$ cat config.mk
export PLATFORM = sky130hd
export DESIGN_NAME = striped_partition_block_mapper_unit
export DESIGN_NICKNAME = d
export VERILOG_FILES = /design/src/rtl/spbm_pkg.sv /design/src/rtl/spbm_regs.sv /design/src/rtl/striped_partition_block_mapper_unit.sv
export SDC_FILE = /design/constraint.sdc
export NUM_CORES = 1
export LEC_CHECK = 0
export BUFFER_PORTS_ARGS = -buffer_cell sky130_fd_sc_hd__clkbuf_2
export CAP_MARGIN = 20
export CORE_MARGIN = 4
export CORE_UTILIZATION = 35
export CTS_CLUSTER_DIAMETER = 100
export DETAILED_ROUTE_END_ITERATION = 16
export PLACE_DENSITY = 0.48
export SLEW_MARGIN = 20
export SYNTH_ARGS = -nofsm -noshare
export SYNTH_HDL_FRONTEND = slang
export SYNTH_SLANG_ARGS = --single-unit
export TNS_END_PERCENT = 100
$ cat constraint.sdc
create_clock -name clk -period 9.3 [get_ports clk]
set_clock_uncertainty 0.05 [all_clocks]
set_input_delay 1.86 -clock clk [delete_from_list [all_inputs] [get_ports clk]]
set_output_delay 1.86 -clock clk [all_outputs]
set_load 0.005 [all_outputs]
$ cat src/rtl/spbm_pkg.sv
// spbm_pkg: shared types and constants for the striped partition block mapper.
// Used by spbm_regs and striped_partition_block_mapper_unit; no dependencies.
`timescale 1ns / 1ps

package spbm_pkg;

  localparam int LBLOCK_W = 19;   // logical block number width
  localparam int LOCAL_W  = 16;   // local block number width
  localparam int PIDX_W   = 3;    // partition index width
  localparam int COUNT_W  = 4;    // part_count register width
  localparam int DATA_W   = 64;   // configuration write data width
  localparam int REG_W    = 2;    // configuration register index width
  localparam int FIELD_W  = 16;   // size field pitch inside a sizes word

  localparam logic [REG_W-1:0] REG_PART_COUNT  = 2'd0;
  localparam logic [REG_W-1:0] REG_INTERLEAVED = 2'd1;
  localparam logic [REG_W-1:0] REG_SIZES_LOW   = 2'd2;
  localparam logic [REG_W-1:0] REG_SIZES_HIGH  = 2'd3;

  // Mapping mode derived from the configuration registers.
  typedef struct packed {
    logic               stripe;  // interleaved lookup in force
    logic [1:0]         shift;   // log2 of the stripe width
    logic [COUNT_W-1:0] count;   // effective partition count
    logic               busy;    // partition end table being refreshed
  } mode_t;

endpackage

$ cat src/rtl/spbm_regs.sv
// spbm_regs: configuration registers and the registered table of partition ends.
// Depends on spbm_pkg.
`timescale 1ns / 1ps

module spbm_regs #(
  parameter int MAX_PARTS  = 8,
  parameter int BLOCK_BITS = 16
) (
  input  logic                                        clk,
  input  logic                                        rst,
  input  logic                                        cfg_we,
  input  logic [spbm_pkg::REG_W-1:0]                  cfg_index,
  input  logic [spbm_pkg::DATA_W-1:0]                 cfg_data,
  output spbm_pkg::mode_t                             mode,
  output logic [MAX_PARTS-1:0][spbm_pkg::LBLOCK_W-1:0] ends
);

  logic [spbm_pkg::COUNT_W-1:0]                 part_count;
  logic                                         interleaved;
  logic [MAX_PARTS-1:0][BLOCK_BITS-1:0]         sizes;
  logic [MAX_PARTS-1:0][spbm_pkg::LBLOCK_W-1:0] ends_next;
  logic                                         busy;
  logic [spbm_pkg::COUNT_W-1:0]                 count;

  always_ff @(posedge clk) begin
    if (rst) begin
      part_count  <= spbm_pkg::COUNT_W'(1);
      interleaved <= 1'b0;
    end else if (cfg_we) begin
      unique case (cfg_index)
        spbm_pkg::REG_PART_COUNT:  part_count  <= cfg_data[spbm_pkg::COUNT_W-1:0];
        spbm_pkg::REG_INTERLEAVED: interleaved <= cfg_data[0];
        default: ;
      endcase
    end
  end

  for (genvar g = 0; g < MAX_PARTS; g++) begin : g_size
    localparam logic [spbm_pkg::REG_W-1:0] WORD =
      (g < 4) ? spbm_pkg::REG_SIZES_LOW : spbm_pkg::REG_SIZES_HIGH;
    localparam int LSB = (g % 4) * spbm_pkg::FIELD_W;
    always_ff @(posedge clk) begin
      if (rst) begin
        sizes[g] <= '0;
      end else if (cfg_we && cfg_index == WORD) begin
        sizes[g] <= cfg_data[LSB +: BLOCK_BITS];
      end
    end
  end

  // running sum of sizes: end of partition i is first block past it
  always_comb begin
    ends_next[0] = spbm_pkg::LBLOCK_W'(sizes[0]);
    for (int i = 1; i < MAX_PARTS; i++) begin
      ends_next[i] = ends_next[i-1] + spbm_pkg::LBLOCK_W'(sizes[i]);
    end
  end

  always_ff @(posedge clk) begin
    ends <= ends_next;
  end

  // end table is registered behind the size registers; busy holds requests after any config write
  always_ff @(posedge clk) begin
    if (rst) begin
      busy <= 1'b1;
    end else begin
      busy <= cfg_we;
    end
  end

  assign count = (part_count > spbm_pkg::COUNT_W'(MAX_PARTS)) ?
                 spbm_pkg::COUNT_W'(MAX_PARTS) : part_count;

  always_comb begin
    mode.count  = count;
    mode.busy   = busy;
    mode.stripe = interleaved && (count >= spbm_pkg::COUNT_W'(2));
    if (count >= spbm_pkg::COUNT_W'(8)) begin
      mode.shift = 2'd3;
    end else if (count >= spbm_pkg::COUNT_W'(4)) begin
      mode.shift = 2'd2;
    end else begin
      mode.shift = 2'd1;
    end
  end

endmodule

$ cat src/rtl/striped_partition_block_mapper_unit.sv
// striped_partition_block_mapper_unit: top level of the partition block mapper.
// Depends on spbm_pkg and spbm_regs.
//
//   channel | handshake              | payload
//   req     | req_valid / req_stall  | logical_block
//   res     | res_valid / res_stall  | found, part_index, local_block
//   cfg     | cfg_valid / cfg_ready  | cfg_index, cfg_data
//
// One request per cycle while req_stall is low; a result passes through the
// request register, then the lookup into the result register.
// A configuration write holds req_stall high for one cycle while the
// partition end table is rebuilt; reset does the same for its first cycle.
// res_stall freezes the result register; the request register keeps one more.
`timescale 1ns / 1ps

module striped_partition_block_mapper_unit #(
  parameter int MAX_PARTS  = 8,
  parameter int BLOCK_BITS = 16
) (
  input  logic                               clk,
  input  logic                               rst,
  input  logic                               req_valid,
  output logic                               req_stall,
  input  logic [spbm_pkg::LBLOCK_W-1:0]      logical_block,
  output logic                               res_valid,
  input  logic                               res_stall,
  output logic                               found,
  output logic [spbm_pkg::PIDX_W-1:0]        part_index,
  output logic [spbm_pkg::LOCAL_W-1:0]       local_block,
  input  logic                               cfg_valid,
  output logic                               cfg_ready,
  input  logic [spbm_pkg::REG_W-1:0]         cfg_index,
  input  logic [spbm_pkg::DATA_W-1:0]        cfg_data
);

  localparam logic [spbm_pkg::LOCAL_W-1:0] BLOCK_MASK =
    spbm_pkg::LOCAL_W'((17'd1 << BLOCK_BITS) - 17'd1);

  spbm_pkg::mode_t                              mode;
  logic [MAX_PARTS-1:0][spbm_pkg::LBLOCK_W-1:0] ends;
  logic [MAX_PARTS-1:0][spbm_pkg::LBLOCK_W-1:0] starts;
  logic [MAX_PARTS-1:0]                         hit;

  logic                          s1_valid;
  logic [spbm_pkg::LBLOCK_W-1:0] s1_block;
  logic                          s2_adv;
  logic                          s1_free;

  logic                          found_next;
  logic [spbm_pkg::PIDX_W-1:0]   part_index_next;
  logic [spbm_pkg::LOCAL_W-1:0]  local_block_next;
  logic [spbm_pkg::LBLOCK_W-1:0] start_sel;
  logic [spbm_pkg::PIDX_W-1:0]   idx_sel;
  logic                          any_hit;
  logic [spbm_pkg::PIDX_W-1:0]   stripe_mask;

  assign cfg_ready = 1'b1;

  spbm_regs #(
    .MAX_PARTS  (MAX_PARTS),
    .BLOCK_BITS (BLOCK_BITS)
  ) u_regs (
    .clk       (clk),
    .rst       (rst),
    .cfg_we    (cfg_valid && cfg_ready),
    .cfg_index (cfg_index),
    .cfg_data  (cfg_data),
    .mode      (mode),
    .ends      (ends)
  );

  assign s2_adv    = !res_valid || !res_stall;
  assign s1_free   = !s1_valid || s2_adv;
  assign req_stall = !s1_free || mode.busy;

  always_ff @(posedge clk) begin
    if (rst) begin
      s1_valid <= 1'b0;
    end else if (s1_free) begin
      s1_valid <= req_valid && !mode.busy;
    end
  end

  always_ff @(posedge clk) begin
    if (req_valid && !req_stall) begin
      s1_block <= logical_block;
    end
  end

  // concatenated lookup: first partition whose end lies past the block
  for (genvar g = 0; g < MAX_PARTS; g++) begin : g_part
    if (g == 0) begin : g_first
      assign starts[g] = '0;
    end else begin : g_rest
      assign starts[g] = ends[g-1];
    end
    assign hit[g] = (spbm_pkg::COUNT_W'(g) < mode.count) && (s1_block < ends[g]);
  end

  always_comb begin
    any_hit   = 1'b0;
    idx_sel   = '0;
    start_sel = '0;
    for (int i = MAX_PARTS - 1; i >= 0; i--) begin
      if (hit[i]) begin
        any_hit   = 1'b1;
        idx_sel   = spbm_pkg::PIDX_W'(i);
        start_sel = starts[i];
      end
    end
  end

  assign stripe_mask = spbm_pkg::PIDX_W'((4'd1 << mode.shift) - 4'd1);

  always_comb begin
    if (mode.stripe) begin
      found_next       = 1'b1;
      part_index_next  = s1_block[spbm_pkg::PIDX_W-1:0] & stripe_mask;
      local_block_next = spbm_pkg::LOCAL_W'(s1_block >> mode.shift) & BLOCK_MASK;
    end else if (any_hit) begin
      found_next       = 1'b1;
      part_index_next  = idx_sel;
      local_block_next = spbm_pkg::LOCAL_W'(s1_block - start_sel);
    end else begin
      found_next       = 1'b0;
      part_index_next  = '0;
      local_block_next = '0;
    end
  end

  always_ff @(posedge clk) begin
    if (rst) begin
      res_valid <= 1'b0;
    end else if (s2_adv) begin
      res_valid <= s1_valid;
    end
  end

  always_ff @(posedge clk) begin
    if (s2_adv && s1_valid) begin
      found       <= found_next;
      part_index  <= part_index_next;
      local_block <= local_block_next;
    end
  end

`ifndef NO_ASSERTIONS
  a_miss_zero: assert property (@(posedge clk) disable iff (rst)
    (res_valid && !found) |-> (part_index == '0 && local_block == '0))
    else $error("miss result carries non-zero fields");

  a_advance: assert property (@(posedge clk) disable iff (rst)
    (s1_valid && s2_adv) |=> res_valid)
    else $error("request lost between stages");

  a_busy_hold: assert property (@(posedge clk) disable iff (rst)
    mode.busy |-> req_stall)
    else $error("request taken while end table refreshes");

  a_concat_range: assert property (@(posedge clk) disable iff (rst)
    (res_valid && found && !mode.stripe) |->
      (spbm_pkg::COUNT_W'(part_index) < mode.count))
    else $error("partition index beyond partition count");
`endif

endmodule

After elaboration in Yosys (flattened, before gate mapping) --
Index checks and enable logic that the tools add are counted.
Storage, ports and cells: register bits 322, word-level logic and storage cells 118
Cells by class: add/sub/neg operators 9, $lt $le $gt $ge 20, eq/ne operators 3, shifts and indexed selects 2, muxes and demuxes 32, bitwise operators 1, reduce and logical (&&, ||, !) cells 26
Operators by type and width (number):
- 16-bit two-way mux | 10
- 19-bit < comparator | 6
- 19-bit by 16-bit adder with 19-bit output | 5
- 3-bit two-way mux | 10
- 19-bit by 16-bit < comparator with 1-bit output | 1
- 19-bit by 17-bit < comparator with 1-bit output | 1
- 19-bit by 2-bit >> shifter with 16-bit output | 1
- 17-bit by 16-bit adder with 18-bit output | 1
- 16-bit by 16-bit adder with 17-bit output | 1
- 3-bit by 4-bit < comparator with 1-bit output (first input constant) | 4
- 16-bit subtractor | 1
- 1-bit logical AND | 14
- 1-bit two-way mux | 9
- 1-bit by 4-bit < comparator with 1-bit output (first input constant) | 2
- 2-bit by 4-bit < comparator with 1-bit output (first input constant) | 2
- 1-bit zero test | 6
- 2-bit == test (second input constant) | 2
- 4-bit by 2-bit >= comparator with 1-bit output (second input constant) | 1
- 4-bit by 3-bit >= comparator with 1-bit output (second input constant) | 1
- 4-bit >= comparator (second input constant) | 1
- 4-bit > comparator (second input constant) | 1
- 2-bit two-way mux | 2
- 4-bit two-way mux | 1
- 2-bit AND reduction | 2
- other kinds (6) | 8

Logic depth before layout (Yosys ltp) --
Gate-level depths: netlist of run 1.
depth in word-level cells 15, gate-level depth with buffers 46, depth with buffers taken out 46

Modules after synthesis --
A second synthesis of run 1 with hierarchy kept.
Second synthesis, totals: cells, all modules 2329, area total of the unflattened synthesis 20098.0 um^2
Modules (own cells, without submodules):
- spbm_regs | times used 1, cells an instance 1457, area an instance 12929.9 um^2, seq. area each 5605.4 um^2
- striped_partition_block_mapper_unit | times used 1, cells an instance 872, area an instance 7168.1 um^2, seq. area each 1211.2 um^2

Worst setup path before layout of run 1 --
Ideal clock, no wire load.
kind flip-flop to flip-flop, start point register u_regs.sizes, in the netlist u_regs.ends_next[1], end point register u_regs.ends[151] (netlist name), arrival 7.963 ns, slack 1.158 ns, cell stages (with the launch flop) 43, cells stage by stage dfxtp_1 > ha_1 > a21o_1 > a21oi_1 > o21bai_1 > a21oi_1 > o21bai_1 > a21oi_1 > o21ai_0 > a21oi_1 > o21ai_0 > xor2_1 > ha_1 > nand3_1 > o21ai_0 > a31oi_1 > o31ai_4 > xor2_1 > [... 7 more ...] > a311o_1 > o211ai_1 > xnor2_1 > ha_1 > a21oi_1 > nand2_1 > xnor2_1 > ha_1 > and3_1 > a221oi_1 > ha_1 > a21oi_1 > o21ai_0 > nand2_1 > nand2_1 > a21oi_1 > mux2i_1 > xor2_1
RTL lines:
- start: declaration | line spbm_regs.sv:20 | logic [MAX_PARTS-1:0][BLOCK_BITS-1:0] sizes;
- start signal: indexed assignment | line spbm_regs.sv:46 | sizes[g] <= cfg_data[LSB +: BLOCK_BITS];
- end signal: assignment | line spbm_regs.sv:60 | ends <= ends_next;
- end: declaration | line spbm_regs.sv:15 | output logic [MAX_PARTS-1:0][spbm_pkg::LBLOCK_W-1:0] ends

==> summary.md, run 1 <==
• **sum of net half-perimeters after detailed placement** 52.1 mm
• **number of vias after detailed routing** 16500
• **area of the core** 55200 sq um
• **initial antenna violation count** 1
• **slew at the pin closest to its max-slew limit** 1.16 ns
• **pin count of the biggest net entering global routing** 65
• **number of iterations in the first detailed-routing pass** 6
• **die span in x** 244 microns
• **Final Hold Violating Endpoints** 0
• **run status** completed
• **average via count per standard cell** 5.23
• **top achievable clock speed** 114 MHz
• **most used cell along the critical path** sky130_fd_sc_hd__ha_1
• **commonest cells after routing, fill and taps aside** 340 x sky130_fd_sc_hd__nand2_1, 282 x sky130_fd_sc_hd__dfxtp_1, 264 x sky130_fd_sc_hd__ha_1, 263 x sky130_fd_sc_hd__a21oi_1, 204 x sky130_fd_sc_hd__inv_1
• **number of distinct library cells after synthesis** 88
• **final core occ** 0.408
• **Pleak** 9.67 nW
• **class of the most critical setup path** flip-flop to flip-flop
• **Ports** 113
• **power dissipated by switching net loads** 1.18 mW
• **insertion delay of the later-clocked pin in the worst-skew pair** 0.57 ns
• **main flop type after synthesis** sky130_fd_sc_hd__dfxtp_1
• **number of nets in the layout** 2735
• **kind of capture point of the worst setup path** flip-flop
• **clock buffers created by TritonCTS** 41
• **combined area of all synthesized cells** 19500 sq um
• **share of total power in combinational logic** 0.200
• **Sw Share** 0.296
• **synthesized netlist net count** 2623
• **final antenna diode count** 0
• **die area** 59600 sq um
• **clock buffer depth** 3
• **input/output buffers** 111
• **type of element launching the critical path** flip-flop
• **post-placement cell count** 3073
• **FP Rows** 86
• **Routed Antenna Nets** 0
• **final routed wirelength across all metal layers** 67.5 mm
• **Max-cap violations** 0
• **non-filler cells in the finished layout** 3149
• **area used by multi-input combinational logic** 11900 sq um
• **commonest non-fill, non-tap cell in the layout** sky130_fd_sc_hd__nand2_1
• **PnR Total Power** 4.00 mW
• **via count of the first global-routing pass** 16100
• **Post-Synthesis Cells** 2258
• **clock sink count** 321
• **wire length per cell** 21.4 microns
• **type of the worst min-delay path** flip-flop to flip-flop
• **DRC Markers** 0
• **first-pass GRT wire length** 99.9 mm
• **number of DRC markers in iteration 0** 907
• **least setup slack across all paths after layout** 0.516 ns
• **post-route fraction of the period consumed by the critical path** 0.944
• **sequential cell area fraction in the yosys report** 0.349
• **synthesized flop and latch total** 321
• **Slew Limit Headroom** 0.208
• **Filler cells** 5677
• **async set-reset flop share out of synthesis** 0
• **initial standard-cell utilization of the core** 0.354
• **r2r setup slk** 0.52 ns
• **CTS tree** built
• **Post-Syn Area per Cell** 8.65 sq um
• **Crit-path slowest cell** sky130_fd_sc_hd__o41ai_2
• **worst-case setup slack after placement** 0.0985 ns
• **final-report max-slew violation count** 0
• **EDFF count, synth** 39
• **proportion of power drawn by the clock network** 0.395
• **number of setup violations in the final report** 0
• **root cell of the clock tree** sky130_fd_sc_hd__clkbuf_16
• **GRT Total Usage** 0.222
• **clock slew at the register clock pins of the worst setup and hold paths** 0.06 ns
• **part of the total power dissipated in sequential elements** 0.405
• **sequential cell area** 6820 sq um
• **Internal Power** 2.82 mW
• **post-synthesis to final-layout area growth** 15.3%
• **grt ovf** 0
• **fraction of layout cells with a size suffix above 1** 0.115
• **vertical die dimension** 244 microns
• **Routability Congestion** 0.887
• **Power per Cell Area** 178 nW/um^2
• **delay contributed by the slowest stage of the critical path** 0.43 ns
• **peak supply drop** 116 uV
• **Max Fanout on Critical Path** 5
• **arrival time of data at the critical path endpoint** 9.24 ns
• **YS warnings** 0
• **htree depth** 2
• **minimum clock period after layout** 8.78 ns
• **worst hold-check slack** 0.324 ns
• **required time of the worst setup path** 9.75 ns
Yosys cell counts, types with 13 or more instances:
library cell               number  area (sq um)
sky130_fd_sc_hd__nand2_1      340          1280
sky130_fd_sc_hd__dfxtp_1      282          5650
sky130_fd_sc_hd__a21oi_1      272          1360
sky130_fd_sc_hd__ha_1         267          3340
sky130_fd_sc_hd__inv_1        204           766
sky130_fd_sc_hd__nor2_1        95           357
sky130_fd_sc_hd__xnor2_1       84           736
sky130_fd_sc_hd__a21o_1        79           593
sky130_fd_sc_hd__o21ai_0       71           355
sky130_fd_sc_hd__clkbuf_1      61           229
sky130_fd_sc_hd__edfxtp_1      39          1170
sky130_fd_sc_hd__nor2b_1       28           175
sky130_fd_sc_hd__mux2i_1       23           230
sky130_fd_sc_hd__nand3_1       23           115
sky130_fd_sc_hd__nand2b_1      22           138
sky130_fd_sc_hd__o211ai_1      21           158
sky130_fd_sc_hd__xor2_1        20           175
sky130_fd_sc_hd__nor3_1        18          90.1
sky130_fd_sc_hd__a22oi_1       16           120
sky130_fd_sc_hd__and3_1        16           100
sky130_fd_sc_hd__o22ai_1       16           100
sky130_fd_sc_hd__a32o_1        15           150
sky130_fd_sc_hd__nand4_1       15          93.8
sky130_fd_sc_hd__o21a_1        14           105
sky130_fd_sc_hd__o311ai_0      14           123
sky130_fd_sc_hd__a31oi_1       13          81.3
sky130_fd_sc_hd__or3_1         13          81.3
per-layer routing:
| layer | GRT usage | wire length [microns] | vias to the layer above |
|---|---|---|---|
| li1 | - | - | 8178 |
| met1 | 0.308 | 32100 | 7773 |
| met2 | 0.356 | 30100 | 417 |
| met3 | 0.0336 | 3370 | 92 |
| met4 | 0.0665 | 1930 | 0 |
| met5 | 0 | 0 | - |
final timing paths:
path,startpoint,endpoint,cells after the start
worst min-delay path,u_regs.ends_next[9],u_regs.ends[9],0
worst min register to register,u_regs.ends_next[9],u_regs.ends[9],0
worst max-delay path,u_regs.ends_next[0],u_regs.ends[150],41
worst max register to register,u_regs.ends_next[0],u_regs.ends[150],41
stage by stage:
stage	TNS, ns	area, sq um
3_5_place_dp	0	21000
2_1_floorplan	0	19500
5_1_grt	-0.00547	22500
4_1_cts	0	22300
6_report	0	22500
3_3_place_gp	0	21000
timing repair:
action                     in CTS  in global routing
hold endpoints to repair        0                  0
resized for setup               0                 33
buffers inserted                0                  2
setup endpoints to repair       0                  3
hold buffers                    0                  0
cell families (layout without fill, tap and decap cells):
family,count (synthesis),after routing,synth area share
AOI/OAI and AO/OA,639,639,0.212
and+or+nand+nor,615,615,0.142
DFF,321,321,0.349
adders and majority gates,275,275,0.179
buffers and inverters,274,417,0.0529
xor gates and xnor gates,109,109,0.0529
muxes,24,24,0.0124
other,1,1,0.000192
sequential cells by signal, summed over array words and instances (netlist names):
signal              count
res_valid               1
local_block            16
part_index              3
u_regs.sizes          112
u_regs.interleaved      1
found                   1
u_regs.ends_next       16
u_regs.part_count       4
u_regs.busy             1
s1_valid                1
u_regs.ends           146
s1_block               19
worst max-delay path, delay by kind of cell, from the launching register on:
family | cells | cell delay [ns]
buf+inv | 2 | 0.23
simple gates | 11 | 2.22
xor+xnor | 4 | 0.58
compound gates | 16 | 2.87
flops | 1 | 0.36
fa+ha+maj | 8 | 2.39
layout make-up:
| type | count | share of cell area |
|---|---|---|
| tap | 748 | 0.0416 |
| multi-input combinational | 1663 | 0.528 |
| inverter | 204 | 0.0340 |
| clock buffer | 65 | 0.0555 |
| clock inverter | 9 | 0.00339 |
| timing repair buffer | 139 | 0.0341 |
| sequential | 321 | 0.303 |
power by group through the flow:
stage	sequential [mW]	clock [mW]	combinational, mW
after floorplan	1.61	0	0.568
after global placement	1.65	0	0.765
after detailed placement	1.65	0	0.779
after CTS	1.62	1.63	0.788
after global routing	1.63	1.68	0.904
final	1.62	1.58	0.800
No activity file was read; power rests on OpenSTA's default activity.
==> run 2, diff against run 1 <==
- GPL_TIMING_DRIVEN: unset -> 0
==> run 2 against run 1 <==
Against the previous run:
- non-clock buffer count increased by 56
- die area unchanged
- sequential cell count unchanged
- register-to-register slack about the same
- via count increased by 2.6%
- power increased by 0.67%
- clock-buffer cell count decreased by 5
- wire length increased by 4.8%
- sequential power about the same
- largest cell class unchanged
==> summary.md, run 2 (synthesis results as in run 1) <==
• **Sw Share** 0.304, +0.00834
• **Power per Cell Area** 176 nW/um^2, -0.83%
• **worst-case setup slack after placement** -0.336 ns, -0.434 ns
• **Slew Limit Headroom** 0.228, +0.0208
• **class of the most critical setup path** flip-flop to flip-flop
• **number of vias after detailed routing** 16900, +2.6%
• **commonest non-fill, non-tap cell in the layout** sky130_fd_sc_hd__nand2_1
• **vertical die dimension** 244 microns, unchanged
• **CTS tree** built
• **clock sink count** 321, unchanged
• **post-synthesis to final-layout area growth** 17.0%
• **fraction of layout cells with a size suffix above 1** 0.119, +0.00425
• **clock slew at the register clock pins of the worst setup and hold paths** 0.06 ns, about the same
• **Ports** 113, unchanged
• **Max Fanout on Critical Path** 6, +1
• **Max-cap violations** 0, unchanged
• **final routed wirelength across all metal layers** 70.8 mm, +4.8%
• **number of nets in the layout** 2791, +2.0%
• **proportion of power drawn by the clock network** 0.384, -0.011
• **sum of net half-perimeters after detailed placement** 56.7 mm, +8.8%
• **insertion delay of the later-clocked pin in the worst-skew pair** 0.58 ns, about the same
• **minimum clock period after layout** 8.79 ns, +0.00703 ns
• **grt ovf** 0, unchanged
• **peak supply drop** 138 uV, +19%
• **non-filler cells in the finished layout** 3206, +1.8%
• **Pleak** 9.74 nW, +0.71%
• **die area** 59600 sq um, unchanged
• **number of iterations in the first detailed-routing pass** 5, -1
• **commonest cells after routing, fill and taps aside** 339 x sky130_fd_sc_hd__nand2_1, 281 x sky130_fd_sc_hd__dfxtp_1, 261 x sky130_fd_sc_hd__a21oi_1, 257 x sky130_fd_sc_hd__ha_1, 204 x sky130_fd_sc_hd__inv_1
• **power dissipated by switching net loads** 1.23 mW, +3.5%
• **via count of the first global-routing pass** 16400, +1.9%
• **Crit-path slowest cell** sky130_fd_sc_hd__ha_1
• **register with the most flip-flops** u_regs.ends
• **Setup TNS Final** 0 ns, unchanged
• **clock buffers created by TritonCTS** 41, unchanged
• **share of total power in combinational logic** 0.210, +0.010
• **Internal Power** 2.80 mW, -0.53%
• **design area** 22800 sq um, +1.5%
• **number of setup violations in the final report** 0, unchanged
• **input/output buffers** 110, -0.90%
• **Final Hold Violating Endpoints** 0, unchanged
• **arrival time of data at the critical path endpoint** 9.18 ns, -0.06 ns
• **initial antenna violation count** 2, +1
• **max reg flops** 146, unchanged
• **pin count of the biggest net entering global routing** 21, -68%
• **required time of the worst setup path** 9.69 ns, -0.06 ns
• **average via count per standard cell** 5.27, +0.76%
• **Placed Instance Area** 21000 sq um, +0.21%
• **kind of capture point of the worst setup path** flip-flop
• **post-route fraction of the period consumed by the critical path** 0.945, about the same
• **post-placement cell count** 3117, +1.4%
• **worst hold-check slack** 0.319 ns, -0.00501 ns
• **clock buffer depth** 3, unchanged
• **area of the core** 55200 sq um, unchanged
• **type of element launching the critical path** flip-flop
• **die span in x** 244 microns, unchanged
• **Routed Antenna Nets** 0, unchanged
• **htree depth** 2, unchanged
• **top achievable clock speed** 114 MHz, about the same
• **part of the total power dissipated in sequential elements** 0.406, about the same
• **slew at the pin closest to its max-slew limit** 1.13 ns, -0.0305 ns
• **biggest registers after layout** u_regs.ends (146), u_regs.sizes (112), s1_block (19)
• **PnR Total Power** 4.03 mW, +0.67%
• **number of DRC markers in iteration 0** 1162, +28%
• **type of the worst min-delay path** flip-flop to flip-flop
• **DRC Markers** 0, unchanged
• **final-report max-slew violation count** 0, unchanged
• **final core occ** 0.414, +0.00614
• **root cell of the clock tree** sky130_fd_sc_hd__clkbuf_16
• **FP Rows** 86, unchanged
• **final antenna diode count** 0, unchanged
• **wire length per cell** 22.1 microns, +2.9%
• **first-pass GRT wire length** 103 mm, +3.3%
• **Routability Congestion** 0.915, +3.2%
• **least setup slack across all paths after layout** 0.509 ns, -0.00703 ns
• **GRT Total Usage** 0.232, +0.00993
• **delay contributed by the slowest stage of the critical path** 0.41 ns, -0.02 ns
• **run status** completed
• **most used cell along the critical path** sky130_fd_sc_hd__ha_1
• **initial standard-cell utilization of the core** 0.354, unchanged
run 2: power groups by stage:
stage          Clock (mW)  Sequential, mW  Combinational [mW]
6_report             1.55            1.64               0.844
5_1_grt              1.64            1.65               0.947
4_1_cts              1.58            1.63               0.806
3_5_place_dp            0            1.66               0.793
3_3_place_gp            0            1.66               0.777
2_1_floorplan           0            1.61               0.568
run 2: what timing repair did:
item,in CTS,in global routing
buffers inserted,0,14
pin swaps,0,21
hold buffers,0,0
gates resized for setup,7,69
setup endpoints to repair,3,8
run 2: final cells by class:
| class | instances | area [sq um] |
|---|---|---|
| fill | 5590 | 32400 |
| sequential | 321 | 6820 |
| tap | 748 | 936 |
| buffer | 70 | 267 |
| timing repair buffer | 125 | 667 |
| inverter | 204 | 766 |
| clock inverter | 15 | 108 |
| multi-input combinational | 1663 | 12100 |
| clock buffer | 60 | 1190 |
run 2: critical path: cells and delay by family, from the launching register on:
family,cells,cell delay (ns)
and+or+nand+nor,11,1.41
DFF,1,0.32
muxes,1,0.10
xor gates and xnor gates,6,1.21
AOI/OAI and AO/OA,13,2.84
adders and majority gates,8,2.49
buffers and inverters,2,0.22
run 2: final timing paths:
check | endpoint | startpoint | slack [ns] | cells after the start
setup / recovery | u_regs.ends[151] | u_regs.ends_next[0] | 0.51 | 41
hold / removal | u_regs.ends[9] | u_regs.ends_next[9] | 0.32 | 0
setup reg to reg | u_regs.ends[151] | u_regs.ends_next[0] | 0.51 | 41
hold reg to reg | u_regs.ends[9] | u_regs.ends_next[9] | 0.32 | 0
run 2: per-layer routing:
metal  track usage  wire length (microns)  vias up
met2         0.368                  31000      513
met4        0.0780                   2550        0
met3        0.0313                   4020      117
met1         0.324                  33200     7939
li1              -                      -     8316
met5             0                      0        -
==> run 3, diff against run 2 <==
- PLACE_DENSITY: 0.48 -> unset
- PLACE_DENSITY_LB_ADDON: unset -> 0.2
- RECOVER_POWER: unset -> 100
==> run 3 against run 2 <==
Against the previous run:
- die area stayed put
- core utilization is 0.22 points higher
- via count is 2.2% higher
- sequential power hardly changed
- non-clock buffer count is 7 higher
- register-to-register slack worse by 0.17 ns
- final area is 0.53% higher
- clock power is 3% higher
==> summary.md, run 3 (synthesis results as in run 1) <==
• **final core occ** 0.416, +0.00220
• **Max-cap violations** 0, unchanged
• **Slew Limit Headroom** 0.147, -0.0815
• **type of the worst min-delay path** flip-flop to flip-flop
• **final routed wirelength across all metal layers** 69.8 mm, -1.4%
• **first-pass GRT wire length** 102 mm, -1.6%
• **least setup slack across all paths after layout** 0.344 ns, -0.166 ns
• **slew at the pin closest to its max-slew limit** 1.25 ns, +0.119 ns
• **vertical die dimension** 244 microns, unchanged
• **area used by multi-input combinational logic** 12100 sq um, about the same
• **kind of capture point of the worst setup path** flip-flop
• **Max Fanout on Critical Path** 5, -1
• **final-report max-slew violation count** 0, unchanged
• **initial standard-cell utilization of the core** 0.354, unchanged
• **number of iterations in the first detailed-routing pass** 5, unchanged
• **post-route fraction of the period consumed by the critical path** 0.963, +0.0178
• **input/output buffers** 110, unchanged
• **family with the most delay on the worst path** compound AO/OA/AOI/OAI gates
• **Pleak** 9.79 nW, +0.49%
• **design area** 23000 sq um, +0.53%
• **peak supply drop** 145 uV, +5.1%
• **Power per Cell Area** 178 nW/um^2, +1.1%
• **top achievable clock speed** 112 MHz, -1.9%
• **biggest registers after layout** u_regs.ends (146), u_regs.sizes (112), s1_block (19)
• **area of the core** 55200 sq um, unchanged
• **DRC Markers** 0, unchanged
• **pin count of the biggest net entering global routing** 21, unchanged
• **CTS tree** built
• **type of element launching the critical path** flip-flop
• **commonest non-fill, non-tap cell in the layout** sky130_fd_sc_hd__nand2_1
• **grt ovf** 0, unchanged
• **fraction of layout cells with a size suffix above 1** 0.123, +0.00417
• **Routability Congestion** 0.970, +6.0%
• **worst-case setup slack after placement** -0.361 ns, -0.0256 ns
• **clock buffer depth** 3, unchanged
• **root cell of the clock tree** sky130_fd_sc_hd__clkbuf_16
• **class of the most critical setup path** flip-flop to flip-flop
• **clock sink count** 321, unchanged
• **die span in x** 244 microns, unchanged
• **required time of the worst setup path** 9.74 ns, +0.05 ns
• **Final Hold Violating Endpoints** 0, unchanged
• **Filler cells** 5575, -0.27%
• **insertion delay of the later-clocked pin in the worst-skew pair** 0.56 ns, -0.02 ns
• **launch instance of the worst register-to-register path** u_regs.ends_next[0]
• **minimum clock period after layout** 8.96 ns, +0.166 ns
• **Setup TNS Final** 0 ns, unchanged
• **max reg flops** 146, unchanged
• **initial antenna violation count** 1, -1
• **Worst Hold Launch** u_regs.ends_next[4]
• **delay contributed by the slowest stage of the critical path** 0.44 ns, +0.03 ns
• **Placed Instance Area** 21000 sq um, about the same
• **sum of net half-perimeters after detailed placement** 56.1 mm, -0.93%
• **final antenna diode count** 0, unchanged
• **via count of the first global-routing pass** 16600, +1.1%
• **GRT Total Usage** 0.225, -0.00652
• **wire length per cell** 21.7 microns, -1.5%
• **setup repair after global routing missed its margin** yes
• **commonest cells after routing, fill and taps aside** 339 x sky130_fd_sc_hd__nand2_1, 281 x sky130_fd_sc_hd__dfxtp_1, 259 x sky130_fd_sc_hd__a21oi_1, 255 x sky130_fd_sc_hd__ha_1, 204 x sky130_fd_sc_hd__inv_1
• **number of DRC markers in iteration 0** 1490, +28%
• **sequential cell area** 6820 sq um, unchanged
• **clock buffers created by TritonCTS** 40, -2.4%
• **post-synthesis to final-layout area growth** 17.6%
• **Routed Antenna Nets** 0, unchanged
• **worst hold-check slack** 0.322 ns, +0.00303 ns
• **number of setup violations in the final report** 0, unchanged
• **FP Rows** 86, unchanged
• **Critical Path Source** u_regs.ends_next[0]
• **arrival time of data at the critical path endpoint** 9.39 ns, +0.21 ns
• **run status** completed
• **Ports** 113, unchanged
• **register with the most flip-flops** u_regs.ends
• **Crit-path slowest cell** sky130_fd_sc_hd__o41ai_2
• **buffers and inverters on the worst path** 3, +1
• **number of vias after detailed routing** 17300, +2.2%
• **htree depth** 2, unchanged
• **number of nets in the layout** 2797, +0.21%
• **die area** 59600 sq um, unchanged
• **clock slew at the register clock pins of the worst setup and hold paths** 0.06 ns, about the same
• **average via count per standard cell** 5.37, +2.0%
• **most used cell along the critical path** sky130_fd_sc_hd__ha_1
run 3: changes by cell type in the layout (fill, tap and decap cells not counted), moves of 2 or more:
cell / previous run / this run
sky130_fd_sc_hd__buf_4: 15 / 22
sky130_fd_sc_hd__clkbuf_1: 71 / 65
sky130_fd_sc_hd__nor2_1: 90 / 94
sky130_fd_sc_hd__nor2_2: 6 / 2
sky130_fd_sc_hd__a21oi_1: 261 / 259
sky130_fd_sc_hd__a21oi_2: 12 / 14
sky130_fd_sc_hd__a31oi_1: 12 / 10
sky130_fd_sc_hd__a31oi_2: 1 / 3
sky130_fd_sc_hd__bufinv_16: 1 / 3
sky130_fd_sc_hd__clkbuf_8: 9 / 7
sky130_fd_sc_hd__clkinvlp_4: 2 / 4
sky130_fd_sc_hd__ha_1: 257 / 255
sky130_fd_sc_hd__ha_4: 5 / 7
run 3: timing repair:
item                       in CTS  in global routing
resized for setup               7                 66
setup endpoints to repair       3                  6
cloned                          0                  0
hold endpoints to repair        0                  0
pin swaps                       0                 24
buffers inserted                0                 21
hold buffers                    0                  0
run 3: cell type report:
| cell class | instances | share of cell area |
|---|---|---|
| Buffer | 70 | 0.0116 |
| Clock buffer | 53 | 0.0508 |
| Clock inverter | 21 | 0.00856 |
| Inverter | 204 | 0.0333 |
| Multi-Input combinational cell | 1663 | 0.527 |
| Sequential cell | 321 | 0.297 |
| Tap cell | 748 | 0.0408 |
| Timing Repair Buffer | 132 | 0.0313 |
run 3: where the power goes:
| group | internal [mW] | switching, mW |
|---|---|---|
| clock network | 0.968 | 0.636 |
| registers | 1.54 | 0.0992 |
| logic | 0.356 | 0.495 |
run 3: worst reg2reg max path: cells and delay by family (launching register included):
family                     cells  cell delay (ns)
AOI/OAI and AO/OA             16             2.86
xor gates and xnor gates       5             0.90
adders and majority gates      8             2.46
buffers and inverters          3             0.42
DFF                            1             0.38
and+or+nand+nor               11             1.82
run 3: per-layer routing:
| metal | GRT usage | up-vias | part of all wire |
|---|---|---|---|
| met2 | 0.351 | 596 | 0.43 |
| met5 | 0 | - | 0 |
| met4 | 0.0959 | 0 | 0.045 |
| met3 | 0.0337 | 132 | 0.066 |
| met1 | 0.311 | 8220 | 0.45 |
| li1 | - | 8303 | - |
run 3: through the flow:
stage          power (mW)  instances
6_report             4.09       3212
5_1_grt              4.28       3212
4_1_cts              4.08       3191
3_5_place_dp         2.46       3117
3_3_place_gp         2.43       3116
2_1_floorplan        2.18       2258
run 3: final timing paths:
check                                         to  slack (ns)  cells after the start
worst max-delay path            u_regs.ends[150]        0.34                     43
worst min-delay path              u_regs.ends[4]        0.32                      0
worst max register to register  u_regs.ends[150]        0.34                     43
worst min register to register    u_regs.ends[4]        0.32                      0
